[src/rtl/iqs_pkg.sv]
// Shared types for the iterative quicksort engine: input and result beats,
// and the command and status groups between controller and datapath.
// No dependencies.
package iqs_pkg;

    localparam int VALUE_W = 16;

    typedef struct packed {
        logic signed [VALUE_W-1:0] value;
        logic                      last_item;
    } t_in_item;

    typedef struct packed {
        logic signed [VALUE_W-1:0] sorted_value;
        logic                      last_result;
        logic                      overflow;
    } t_out_item;

    // Commands from controller to datapath
    typedef struct packed {
        logic load;       // take an input beat into the store
        logic push_full;  // push the whole batch range
        logic pop_rd;     // pop: read top of the range stack
        logic pop_ld;     // load bounds and pointers from the popped range
        logic cmp_rd;     // read store at both pointers
        logic step;       // advance the active pointer
        logic swap_a;     // write upper value at lower pointer
        logic swap_b;     // write lower value at upper pointer, trade direction, step
        logic push_l;     // push left subrange
        logic push_r;     // push right subrange
        logic out_rd;     // read next sorted value for output
        logic batch_done; // clear count, stack pointer, output index and drop flag
    } t_iqs_cmd;

    // Status from datapath to controller
    typedef struct packed {
        logic n_small;    // fewer than two stored elements
        logic sp_zero;    // range stack empty
        logic i_lt_j;     // pointers have not met
        logic gt;         // value at lower pointer above value at upper pointer
        logic push_l_ok;  // left subrange holds two or more elements
        logic push_r_ok;  // right subrange holds two or more elements
        logic out_last;   // output index at final element
    } t_iqs_sts;

endpackage

[src/rtl/iterative_quicksort_engine_top.sv]
// Loading takes one beat per cycle while start is high in idle. After the last beat the controller checks
// the count, then per popped range loads bounds and runs compare steps, with an extra state per swap, and
// pushes subranges; once the stack drains, all n results stream out one per cycle with no gaps. The
// single-port-per-pointer element store and its registered read split each compare step into two states.
// Throughput: one batch at a time; busy drops the cycle after the final result beat.
// Reset: synchronous, active low; clears count, stack pointer, drop flag and the FSM.
module iterative_quicksort_engine_top
    import iqs_pkg::*;
#(
    parameter int MAX_ITEMS = 64
) (
    input  logic      i_clk,
    input  logic      i_rst_n,
    input  logic      start,
    output logic      busy,
    input  t_in_item  i_item,
    output logic      o_strobe,
    output t_out_item o_result
);

    // Command and status groups between controller and datapath
    t_iqs_cmd cmd;
    t_iqs_sts sts;

    // Controller: accepts a beat when start is high in idle, walks the
    // pop / partition / push loop, then streams the store out in order.
    iqs_ctrl u_ctrl (
        .i_clk   (i_clk),
        .i_rst_n (i_rst_n),
        .i_start (start),
        .i_last  (i_item.last_item),
        .i_sts   (sts),
        .o_cmd   (cmd),
        .o_busy  (busy)
    );

    // Datapath: hold elements and ranges, advance pointers, drive the
    // result beat in the cycle after each output read.
    iqs_dpath #(
        .MAX_ITEMS (MAX_ITEMS)
    ) u_dpath (
        .i_clk    (i_clk),
        .i_rst_n  (i_rst_n),
        .i_cmd    (cmd),
        .i_item   (i_item),
        .o_sts    (sts),
        .o_valid  (o_strobe),
        .o_result (o_result)
    );

endmodule

[src/rtl/iqs_dpath.sv]
// Datapath of the quicksort engine: element store, range stack, pointers,
// counters and result register. Depends on iqs_pkg.
module iqs_dpath
    import iqs_pkg::*;
#(
    parameter int MAX_ITEMS = 64
) (
    input  logic      i_clk,
    input  logic      i_rst_n,
    input  t_iqs_cmd  i_cmd,
    input  t_in_item  i_item,
    output t_iqs_sts  o_sts,
    output logic      o_valid,
    output t_out_item o_result
);

    localparam int AW = (MAX_ITEMS > 1) ? $clog2(MAX_ITEMS) : 1;
    localparam int CW = $clog2(MAX_ITEMS + 1);

    logic signed [VALUE_W-1:0] r_store [MAX_ITEMS];
    logic [2*AW-1:0]           r_stack [MAX_ITEMS];

    logic [CW-1:0] r_count;
    logic [AW-1:0] r_sp;
    logic          r_dropped;
    logic [AW-1:0] r_lo, r_hi, r_i, r_j, r_out;
    logic          r_ml;
    logic signed [VALUE_W-1:0] r_rd_a, r_rd_b;
    logic [2*AW-1:0] r_stk_rd;
    logic          r_emit_vld, r_emit_last, r_emit_ovf;

    logic          full;
    logic [AW-1:0] n_last;
    logic          st_we;
    logic [AW-1:0] st_wa;
    logic signed [VALUE_W-1:0] st_wd;
    logic          sk_we;
    logic [2*AW-1:0] sk_wd;

    assign full   = (r_count >= CW'(MAX_ITEMS));
    assign n_last = AW'(r_count - CW'(1));

    always_comb begin
        st_we = 1'b0;
        st_wa = r_i;
        st_wd = r_rd_b;
        if (i_cmd.load && !full) begin
            st_we = 1'b1;
            st_wa = r_count[AW-1:0];
            st_wd = i_item.value;
        end else if (i_cmd.swap_a) begin
            st_we = 1'b1;
            st_wa = r_i;
            st_wd = r_rd_b;
        end else if (i_cmd.swap_b) begin
            st_we = 1'b1;
            st_wa = r_j;
            st_wd = r_rd_a;
        end
    end

    always_comb begin
        sk_we = i_cmd.push_full | i_cmd.push_l | i_cmd.push_r;
        sk_wd = {AW'(0), n_last};
        if (i_cmd.push_l) begin
            sk_wd = {r_lo, AW'(r_i - AW'(1))};
        end else if (i_cmd.push_r) begin
            sk_wd = {AW'(r_i + AW'(1)), r_hi};
        end
    end

    // Memories
    always_ff @(posedge i_clk) begin
        if (st_we) begin
            r_store[st_wa] <= st_wd;
        end
        if (i_cmd.cmp_rd) begin
            r_rd_a <= r_store[r_i];
            r_rd_b <= r_store[r_j];
        end else if (i_cmd.out_rd) begin
            r_rd_a <= r_store[r_out];
        end
        if (sk_we) begin
            r_stack[r_sp] <= sk_wd;
        end
    end

    always_ff @(posedge i_clk) begin
        if (i_cmd.pop_rd) begin
            r_stk_rd <= r_stack[AW'(r_sp - AW'(1))];
        end
    end

    // Pointers and bounds
    always_ff @(posedge i_clk) begin
        if (i_cmd.pop_ld) begin
            r_lo <= r_stk_rd[2*AW-1:AW];
            r_hi <= r_stk_rd[AW-1:0];
            r_i  <= r_stk_rd[2*AW-1:AW];
            r_j  <= r_stk_rd[AW-1:0];
            r_ml <= 1'b0;
        end else if (i_cmd.step) begin
            if (r_ml) begin
                r_i <= r_i + AW'(1);
            end else begin
                r_j <= r_j - AW'(1);
            end
        end else if (i_cmd.swap_b) begin
            r_ml <= !r_ml;
            if (!r_ml) begin
                r_i <= r_i + AW'(1);
            end else begin
                r_j <= r_j - AW'(1);
            end
        end
    end

    // Counters, flags and result strobe
    always_ff @(posedge i_clk) begin
        if (!i_rst_n) begin
            r_count     <= '0;
            r_sp        <= '0;
            r_dropped   <= 1'b0;
            r_out       <= '0;
            r_emit_vld  <= 1'b0;
            r_emit_last <= 1'b0;
            r_emit_ovf  <= 1'b0;
        end else begin
            if (i_cmd.batch_done) begin
                r_count   <= '0;
                r_sp      <= '0;
                r_dropped <= 1'b0;
                r_out     <= '0;
            end else begin
                if (i_cmd.load) begin
                    if (full) begin
                        r_dropped <= 1'b1;
                    end else begin
                        r_count <= r_count + CW'(1);
                    end
                end
                if (sk_we) begin
                    r_sp <= r_sp + AW'(1);
                end else if (i_cmd.pop_rd) begin
                    r_sp <= r_sp - AW'(1);
                end
                if (i_cmd.out_rd) begin
                    r_out <= r_out + AW'(1);
                end
            end
            r_emit_vld  <= i_cmd.out_rd;
            r_emit_last <= o_sts.out_last;
            r_emit_ovf  <= r_dropped;
        end
    end

    assign o_sts.n_small   = (r_count < CW'(2));
    assign o_sts.sp_zero   = (r_sp == '0);
    assign o_sts.i_lt_j    = (r_i < r_j);
    assign o_sts.gt        = (r_rd_a > r_rd_b);
    assign o_sts.push_l_ok = ({1'b0, r_i} >= ({1'b0, r_lo} + (AW+1)'(2)));
    assign o_sts.push_r_ok = (({1'b0, r_i} + (AW+1)'(1)) < {1'b0, r_hi});
    assign o_sts.out_last  = (r_out == n_last);

    assign o_valid               = r_emit_vld;
    assign o_result.sorted_value = r_rd_a;
    assign o_result.last_result  = r_emit_last;
    assign o_result.overflow     = r_emit_ovf;

`ifndef SYNTHESIS
    a_sp_bound: assert property (@(posedge i_clk) disable iff (!i_rst_n)
        {1'b0, r_sp} <= (AW+1)'(MAX_ITEMS / 2))
        else $error("range stack deeper than disjoint ranges allow");

    a_count_bound: assert property (@(posedge i_clk) disable iff (!i_rst_n)
        r_count <= CW'(MAX_ITEMS))
        else $error("item count beyond capacity");

    a_swap_pair: assert property (@(posedge i_clk) disable iff (!i_rst_n)
        i_cmd.swap_b |-> $past(i_cmd.swap_a))
        else $error("second half of swap without first half");

    a_last_ends: assert property (@(posedge i_clk) disable iff (!i_rst_n)
        (o_valid && o_result.last_result) |=> !o_valid)
        else $error("result beat after final result of batch");
`endif

endmodule

[src/rtl/iqs_ctrl.sv]
// Controller of the quicksort engine: sequences load, stack pops, partition
// steps, pushes and output. Depends on iqs_pkg.
module iqs_ctrl
    import iqs_pkg::*;
(
    input  logic     i_clk,
    input  logic     i_rst_n,
    input  logic     i_start,
    input  logic     i_last,
    input  t_iqs_sts i_sts,
    output t_iqs_cmd o_cmd,
    output logic     o_busy
);

    typedef enum logic [3:0] {
        ST_IDLE,
        ST_CHK,
        ST_POP,
        ST_POP_LD,
        ST_CMP_RD,
        ST_CMP,
        ST_SWAP_B,
        ST_PUSH_L,
        ST_PUSH_R,
        ST_OUT,
        ST_DONE
    } t_state;

    t_state r_state, n_state;
    logic   r_busy;

    always_comb begin
        n_state = r_state;
        o_cmd   = '0;
        case (r_state)
            ST_IDLE: begin
                o_cmd.load = i_start;
                if (i_start && i_last) begin
                    n_state = ST_CHK;
                end
            end
            ST_CHK: begin
                if (i_sts.n_small) begin
                    n_state = ST_OUT;
                end else begin
                    o_cmd.push_full = 1'b1;
                    n_state         = ST_POP;
                end
            end
            ST_POP: begin
                if (i_sts.sp_zero) begin
                    n_state = ST_OUT;
                end else begin
                    o_cmd.pop_rd = 1'b1;
                    n_state      = ST_POP_LD;
                end
            end
            ST_POP_LD: begin
                o_cmd.pop_ld = 1'b1;
                n_state      = ST_CMP_RD;
            end
            ST_CMP_RD: begin
                if (i_sts.i_lt_j) begin
                    o_cmd.cmp_rd = 1'b1;
                    n_state      = ST_CMP;
                end else begin
                    n_state = ST_PUSH_L;
                end
            end
            ST_CMP: begin
                if (i_sts.gt) begin
                    o_cmd.swap_a = 1'b1;
                    n_state      = ST_SWAP_B;
                end else begin
                    o_cmd.step = 1'b1;
                    n_state    = ST_CMP_RD;
                end
            end
            ST_SWAP_B: begin
                o_cmd.swap_b = 1'b1;
                n_state      = ST_CMP_RD;
            end
            ST_PUSH_L: begin
                o_cmd.push_l = i_sts.push_l_ok;
                n_state      = ST_PUSH_R;
            end
            ST_PUSH_R: begin
                o_cmd.push_r = i_sts.push_r_ok;
                n_state      = ST_POP;
            end
            ST_OUT: begin
                o_cmd.out_rd = 1'b1;
                if (i_sts.out_last) begin
                    n_state = ST_DONE;
                end
            end
            ST_DONE: begin
                o_cmd.batch_done = 1'b1;
                n_state          = ST_IDLE;
            end
            default: begin
                n_state = ST_IDLE;
            end
        endcase
    end

    always_ff @(posedge i_clk) begin
        if (!i_rst_n) begin
            r_state <= ST_IDLE;
            r_busy  <= 1'b0;
        end else begin
            r_state <= n_state;
            r_busy  <= (n_state != ST_IDLE);
        end
    end

    assign o_busy = r_busy;

endmodule
[config.mk]
export PLATFORM = sky130hd
export DESIGN_NAME = iterative_quicksort_engine_top
export DESIGN_NICKNAME = d
export VERILOG_FILES = /design/src/rtl/iqs_pkg.sv /design/src/rtl/iterative_quicksort_engine_top.sv /design/src/rtl/iqs_dpath.sv /design/src/rtl/iqs_ctrl.sv
export SDC_FILE = /design/constraint.sdc
export NUM_CORES = 2
export LEC_CHECK = 0
export BUFFER_PORTS_ARGS = -buffer_cell sky130_fd_sc_hd__clkbuf_2
export CAP_MARGIN = 20
export CORE_MARGIN = 3
export CORE_UTILIZATION = 45
export DETAILED_ROUTE_END_ITERATION = 7
export PLACE_DENSITY_LB_ADDON = 0.08
export SLEW_MARGIN = 20
export SYNTH_ARGS = -nofsm -noshare
export SYNTH_HDL_FRONTEND = slang
export SYNTH_SLANG_ARGS = --single-unit
[constraint.sdc]
create_clock -name i_clk -period 13.5 [get_ports i_clk]
set_clock_uncertainty 0.05 [all_clocks]
set_input_delay 2.025 -clock i_clk [delete_from_list [all_inputs] [get_ports i_clk]]
set_output_delay 2.025 -clock i_clk [all_outputs]
set_load 0.02 [all_outputs]
**After elaboration in Yosys (flattened, before gate mapping)**

Memories as Yosys holds them, arrays and structs flattened. A register that Yosys moved wholly into a read port is not among the register bits.
Index checks and enable logic that the tools add are counted.

- Add/sub/neg operators: 10
- $lt $le $gt $ge: 6
- Eq/ne operators: 14
- Mux-type cells: 55
- Bitwise operators: 5
- Reduce and logical (&&, ||, !) cells: 18

Operator list:

| cell | count |
|---|---|
| 6-bit 2-to-1 mux | 18 |
| 16-bit 2-to-1 mux | 5 |
| 4-bit one-hot mux with 9 select lines | 1 |
| 12-bit 2-to-1 mux | 2 |
| 6-bit by 1-bit subtractor with 6-bit output, second input constant | 4 |
| 1-bit 2-to-1 mux | 22 |
| 6-bit by 1-bit adder with 6-bit output, second input constant | 3 |
| 4-bit by 3-bit == test with 1-bit output, second input constant | 4 |
| 16-bit > comparator | 1 |
| 4-bit 2-to-1 mux | 4 |
| 4-bit == test, second input constant | 3 |
| 4-bit by 2-bit == test with 1-bit output, second input constant | 2 |
| 6-bit by 1-bit adder with 7-bit output, second input constant | 1 |
| 6-bit by 2-bit adder with 7-bit output, second input constant | 1 |
| 7-bit by 1-bit adder with 7-bit output, second input constant | 1 |
| 6-bit by 7-bit >= comparator with 1-bit output | 1 |
| 7-bit >= comparator, second input constant | 1 |
| 7-bit by 2-bit < comparator with 1-bit output, second input constant | 1 |
| 7-bit by 6-bit < comparator with 1-bit output | 1 |
| 6-bit == test | 1 |
| 6-bit zero test | 1 |
| 6-bit < comparator | 1 |
| 2-bit 2-to-1 mux | 3 |
| 3-bit inequality test, second input constant | 2 |
| 13 further kinds | 24 |

- Bits in registers: 69
- Memory bits (writable): 1792
- Bits of input ports: 20
- Output and inout bits: 20
- Memories: 2

Memories:

| name | depth | bits a word | read ports | clocked after memory_dff | write ports | RTL line | RTL |
|---|---|---|---|---|---|---|---|
| u_dpath.r_store | 64 | 16 | 3 | 3 | 1 | iqs_dpath.sv:20 | `logic signed [VALUE_W-1:0] r_store [MAX_ITEMS];` |
| u_dpath.r_stack | 64 | 12 | 1 | 1 | 1 | iqs_dpath.sv:21 | `logic [2*AW-1:0] r_stack [MAX_ITEMS];` |

**Depth between registers and ports, before layout**

- Depth after elaboration: 7
- Mapped depth: 13
- Mapped depth without buffers: 10

**Hierarchy**

Synthesis repeated with hierarchy kept, for this count alone.

- Cell total of the unflattened synthesis: 4494
- Area total of the unflattened synthesis: 90777.1 sq um

By module, submodules not included:

| module | instances | cells each | area an instance (sq um) |
|---|---|---|---|
| iqs_dpath | 1 | 4429 | 90307.9 |
| iqs_ctrl | 1 | 65 | 469.2 |

**Worst setup path after synthesis**

Ideal clock, no wire load.

- Path type: input-to-reg
- Start: input start
- End: memory u_dpath.r_store[0][11] (data pin)
- Data arrival time: 5242 ps
- Path slack: 7507 ps
- Stages: 6
- Path through: inv_1 -> nor4_2 -> buf_2 -> buf_2 -> clkbuf_1 -> o21ai_0

- Longest elaborated chain between the ends: 3

RTL lines:

| item | RTL line | RTL |
|---|---|---|
| from (decl) | iterative_quicksort_engine_top.sv:14 | `input logic start,` |
| 1-bit 2-to-1 mux | iqs_ctrl.sv:35 | `case (r_state)` |
| 1-bit logical AND | iqs_dpath.sv:47 | `if (i_cmd.load && !full) begin` |
| 16-bit 2-to-1 mux | iqs_dpath.sv:47 |  |
| via u_dpath.st_wd[11] | iqs_dpath.sv:36 | `logic signed [VALUE_W-1:0] st_wd;` |
| to (decl) | iqs_dpath.sv:20 |  |

The timed path passes the listed nets, and every way through them passes these cells.

**Worst setup path after layout**

- Start: register u_dpath.r_i[0]
- End: memory u_dpath.r_stack[44][7] in the netlist's numbering (enable)

- Longest elaborated chain between the ends: 6
- Elaborated cells on any way between the ends: 9
- Those cells by class: add/sub (1); order compare (2); mux (4); bitwise (2)

RTL lines:

| item | RTL line | RTL |
|---|---|---|
| from (decl) | iqs_dpath.sv:26 | `logic [AW-1:0] r_lo, r_hi, r_i, r_j, r_out;` |
| from (signal assigned) | iqs_dpath.sv:99 | `r_i <= r_stk_rd[2*AW-1:AW];` |
| from (signal assigned) | iqs_dpath.sv:104 | `r_i <= r_i + AW'(1);` |
| from (signal assigned) | iqs_dpath.sv:111 | `r_i <= r_i + AW'(1);` |
| 6-bit by 1-bit adder with 7-bit output or 6-bit by 7-bit >= comparator with 1-bit output (tied branches) | iqs_dpath.sv:162, iqs_dpath.sv:161 |  |
| 7-bit by 6-bit < comparator with 1-bit output or 1-bit 2-to-1 mux (tied branches) | iqs_dpath.sv:162, iqs_ctrl.sv:35 |  |
| 1-bit 2-to-1 mux or 1-bit OR (tied branches) | iqs_ctrl.sv:35, iqs_dpath.sv:63 |  |
| 1-bit OR (*) | iqs_dpath.sv:63 | `sk_we = i_cmd.push_full \| i_cmd.push_l \| i_cmd.push_r;` |
| 1-bit 2-to-1 mux (*) | iqs_dpath.sv:83 | `if (sk_we) begin` |
| 1-bit 2-to-1 mux (implied by the code) (*) | iqs_dpath.sv:84 | `r_stack[r_sp] <= sk_wd;` |
| to (decl) | iqs_dpath.sv:21 |  |

Mark *: on every way between the ends. The rest lies on a longest branch, timed or not.

==> metrics.md <==
| Metric | Value |
|---|---|
| Total negative slack | 0 ns |
| Root Driver | clkbuf_16 |
| WP data required | 13.92 ns |
| Buffer count from post-CTS setup fixing | 0 |
| Synthesized flop and latch total | 1901 |
| Seq/Total Area, Yosys | 62.6% |
| GRT overflow | 0 |
| Die X | 455 um |
| Initial antenna violation count | 9 |
| Multi-input gate area | 32800 sq um |
| Synth cell types | 76 |
| RSZ-0062 raised after global routing | no |
| DR vias/cell | 6.75 |
| Tmin final | 5.51 ns |
| # resized after CTS | 0 |
| Max IR drop VDD | 138 uV |
| Cells after Synth | 4739 |
| Worst-Margin Slew | 1.23 ns |
| Yosys warning count | 0 |
| Final Hold Fails | 0 |
| Maximum buffer depth of the clock tree | 3 |
| Storage cell area | 56700 sq um |
| Mapped Avg Cell Area | 19.1 sq um |
| Leak | 31.0 nW |
| Share of cells above drive strength 1 | 35.1% |
| Rows | 164 |
| Via count | 51600 |
| DRT iter0 DRCs | 6409 |
| Routed Antenna Nets | 0 |
| Area grow syn2layout | 12.2% |
| Startpoint types | flip-flop |
| Post-layout net count | 4875 |
| Pwr dens | 145 nW/um^2 |
| Yosys top cell by area | edfxtp_1 |
| Setup crit end kind | flip-flop |
| Drt drc | 0 |
| Slew Limit Headroom | 17.9% |
| Tcrit/Tclk final | 40.8% |
| Syn nets | 4800 |
| DIE HEIGHT | 455 um |
| Core footprint | 200000 sq um |
| Post-synth top area share | 61.7% |
| CTS tree | yes |
| GP Congestion | 0.892 |
| Synthesized cell area | 90600 sq um |
| WL final | 293000 um |
| Filler instances | 16000 |
| Critical path class | flip-flop to flip-flop |
| TritonCTS Buffers | 205 |
| Number of buffers inserted by port buffering | 39 |
| Vias in the first global route | 51500 |
| Clk slew on worst S/H paths | 0.06 ns |
| Max Fclk | 182 MHz |
| Starting Density | 45.3% |
| Dominant synthesized flop cell | edfxtp_1 |
| Skew-Pair Late Insertion Delay | 0.86 ns |
| Hold Crit Class | flip-flop to flip-flop |
| Boundary pin count | 40 |
| Utilization after layout | 50.8% |
| Post-synth EDFFs | 1860 |
| Top area cells in the synthesized netlist | edfxtp_1, mux4_2, mux2i_1 |
| Largest net degree at the start of global routing | 110 |
| Status | finished, final reports clean |
| GRT Total Usage | 28.4% |
| Post-synth ARST share | 0% |
| Global-route wire length before repair | 410000 um |
| H-tree Lvls | 4 |
| CP Data Arrival Time | 5.93 ns |
| Maxcap violations | 0 |
| Post-CTS Hold Buffers | 0 |
| CTS sink cnt | 1901 |
| Pre-antenna DRT Iters | 6 |
| WL/cell | 38.4 um |
| Die ar. | 207000 sq um |
| Final setup violation count | 0 |
| Slew Limit Fails | 0 |
| Critical path fanouts, max | 15 |
| Detailed placement HPWL | 185000 um |
==> where the power goes <==
part | switching, W | total [W] | internal [W]
clock network | 0.00237 | 0.00562 | 0.00324
registers | 0.0000661 | 0.00706 | 0.00700
logic | 0.00144 | 0.00209 | 0.000654
total | 0.00388 | 0.0148 | 0.0109
==> critical path, cell delays in order (launching register included) <==
cell and delay (ns):
edfxtp_1 0.68, ha_1 0.27, nand3_1 0.18, xor2_1 0.39
inv_1 0.09, ha_1 0.22, a2111oi_4 0.34, o221ai_2 0.37
o211ai_2 0.21, buf_4 0.27, nand4_1 0.81, nor2_1 1.21
==> kinds of logic (layout without fill, tap and decap cells) <==
| group | count (synthesis) | after routing | synth area share (%) |
|---|---|---|---|
| simple gates | 470 | 470 | 2.46 |
| compound gates | 591 | 591 | 4.65 |
| flops | 1901 | 1901 | 62.6 |
| mux | 1264 | 1264 | 27.2 |
| xor+xnor | 41 | 41 | 0.413 |
| fa+ha+maj | 41 | 41 | 0.566 |
| buf+inv | 431 | 674 | 2.10 |
| other cells | 0 | 2 | 0 |
==> synthesized netlist by cell type, types with 14 or more instances <==
library cell  instances
dfxtp_1              41
clkbuf_1            188
inv_1                42
a2111oi_0            14
a221oi_1             43
o21ai_0              50
buf_1                39
nand3_1              33
xnor2_1              20
edfxtp_1           1860
mux2_2               84
a22oi_1             102
nor2_1              155
nor3_1               83
mux4_2              950
a21oi_1              87
buf_2               137
o221ai_1             43
xor2_1               20
mux2i_1             229
o22ai_1              92
nand2_1             107
ha_1                 41
a22o_1               39
a211oi_1             72
==> layout by cell type (no fill, tap or decap), types with 40 or more instances in the layout <==
| cell | count |
|---|---|
| a211oi_1 | 72 |
| a21oi_1 | 85 |
| a221oi_1 | 43 |
| a22oi_1 | 102 |
| buf_4 | 203 |
| clkbuf_1 | 45 |
| clkbuf_16 | 206 |
| clkinv_1 | 51 |
| edfxtp_1 | 1860 |
| ha_1 | 40 |
| inv_1 | 42 |
| mux2_2 | 84 |
| mux2i_1 | 229 |
| mux4_2 | 950 |
| nand2_1 | 107 |
| nor2_1 | 115 |
| nor3_2 | 66 |
| o221ai_1 | 43 |
| o22ai_1 | 92 |
==> registers in the layout, summed over array words and instances (netlist names), 7 cells and up, named ones only <==
signal	flops
u_dpath.r_rd_a	16
u_dpath.r_rd_b	16
u_dpath.r_stack	768
u_dpath.r_store	1024
u_dpath.r_stk_rd	12
u_dpath.r_count	7
==> path summary, 6_finish.rpt <==
check                                                   start                          endpoint  slack [ns]  cells after the start
worst min-delay path            u_dpath.r_stk_rd[0]$_DFFE_PP_         u_dpath.r_hi[0]$_DFFE_PP_        0.41                      0
worst min register to register  u_dpath.r_stk_rd[0]$_DFFE_PP_         u_dpath.r_hi[0]$_DFFE_PP_        0.41                      0
worst max-delay path                 u_dpath.r_i[0]$_DFFE_PP_  u_dpath.r_stack[44][7]$_DFFE_PP_        7.99                     11
worst max register to register       u_dpath.r_i[0]$_DFFE_PP_  u_dpath.r_stack[44][7]$_DFFE_PP_        7.99                     11
==> metal layers <==
| metal | up-vias | routed length (um) | GRT usage [%] |
|---|---|---|---|
| met2 | 2527 | 143000 | 46.0 |
| met5 | - | 43 | 0 |
| met1 | 27900 | 115000 | 38.6 |
| li1 | 20700 | - | - |
| met3 | 530 | 22100 | 4.92 |
| met4 | 6 | 13200 | 11.4 |
==> final cells by class <==
type                       instances  share of cell area [%]
clock buffer                     251                    5.24
tap                             2656                    3.27
antenna                            2                 0.00493
inverter                          45                   0.172
multi-input combinational       2407                    32.3
clock inverter                   124                    1.33
sequential                      1901                    55.8
timing repair buffer             254                    1.89
==> per-stage QoR <==
| step | instances | hold slack, ns | area [sq um] | total power [W] | setup WS [ns] |
|---|---|---|---|---|---|
| after floorplan | 4739 | 0.376 | 90600 | 0.00840 | 7.51 |
| after CTS | 7636 | 0.416 | 102000 | 0.0149 | 8.02 |
| after global routing | 7640 | 0.429 | 102000 | 0.0152 | 7.76 |
| final | 7640 | 0.411 | 102000 | 0.0148 | 7.99 |
| after global placement | 7256 | 0.394 | 94700 | 0.00927 | 7.37 |
| after detailed placement | 7261 | 0.401 | 94900 | 0.00930 | 7.34 |
Power figures use the tool's default switching activity.
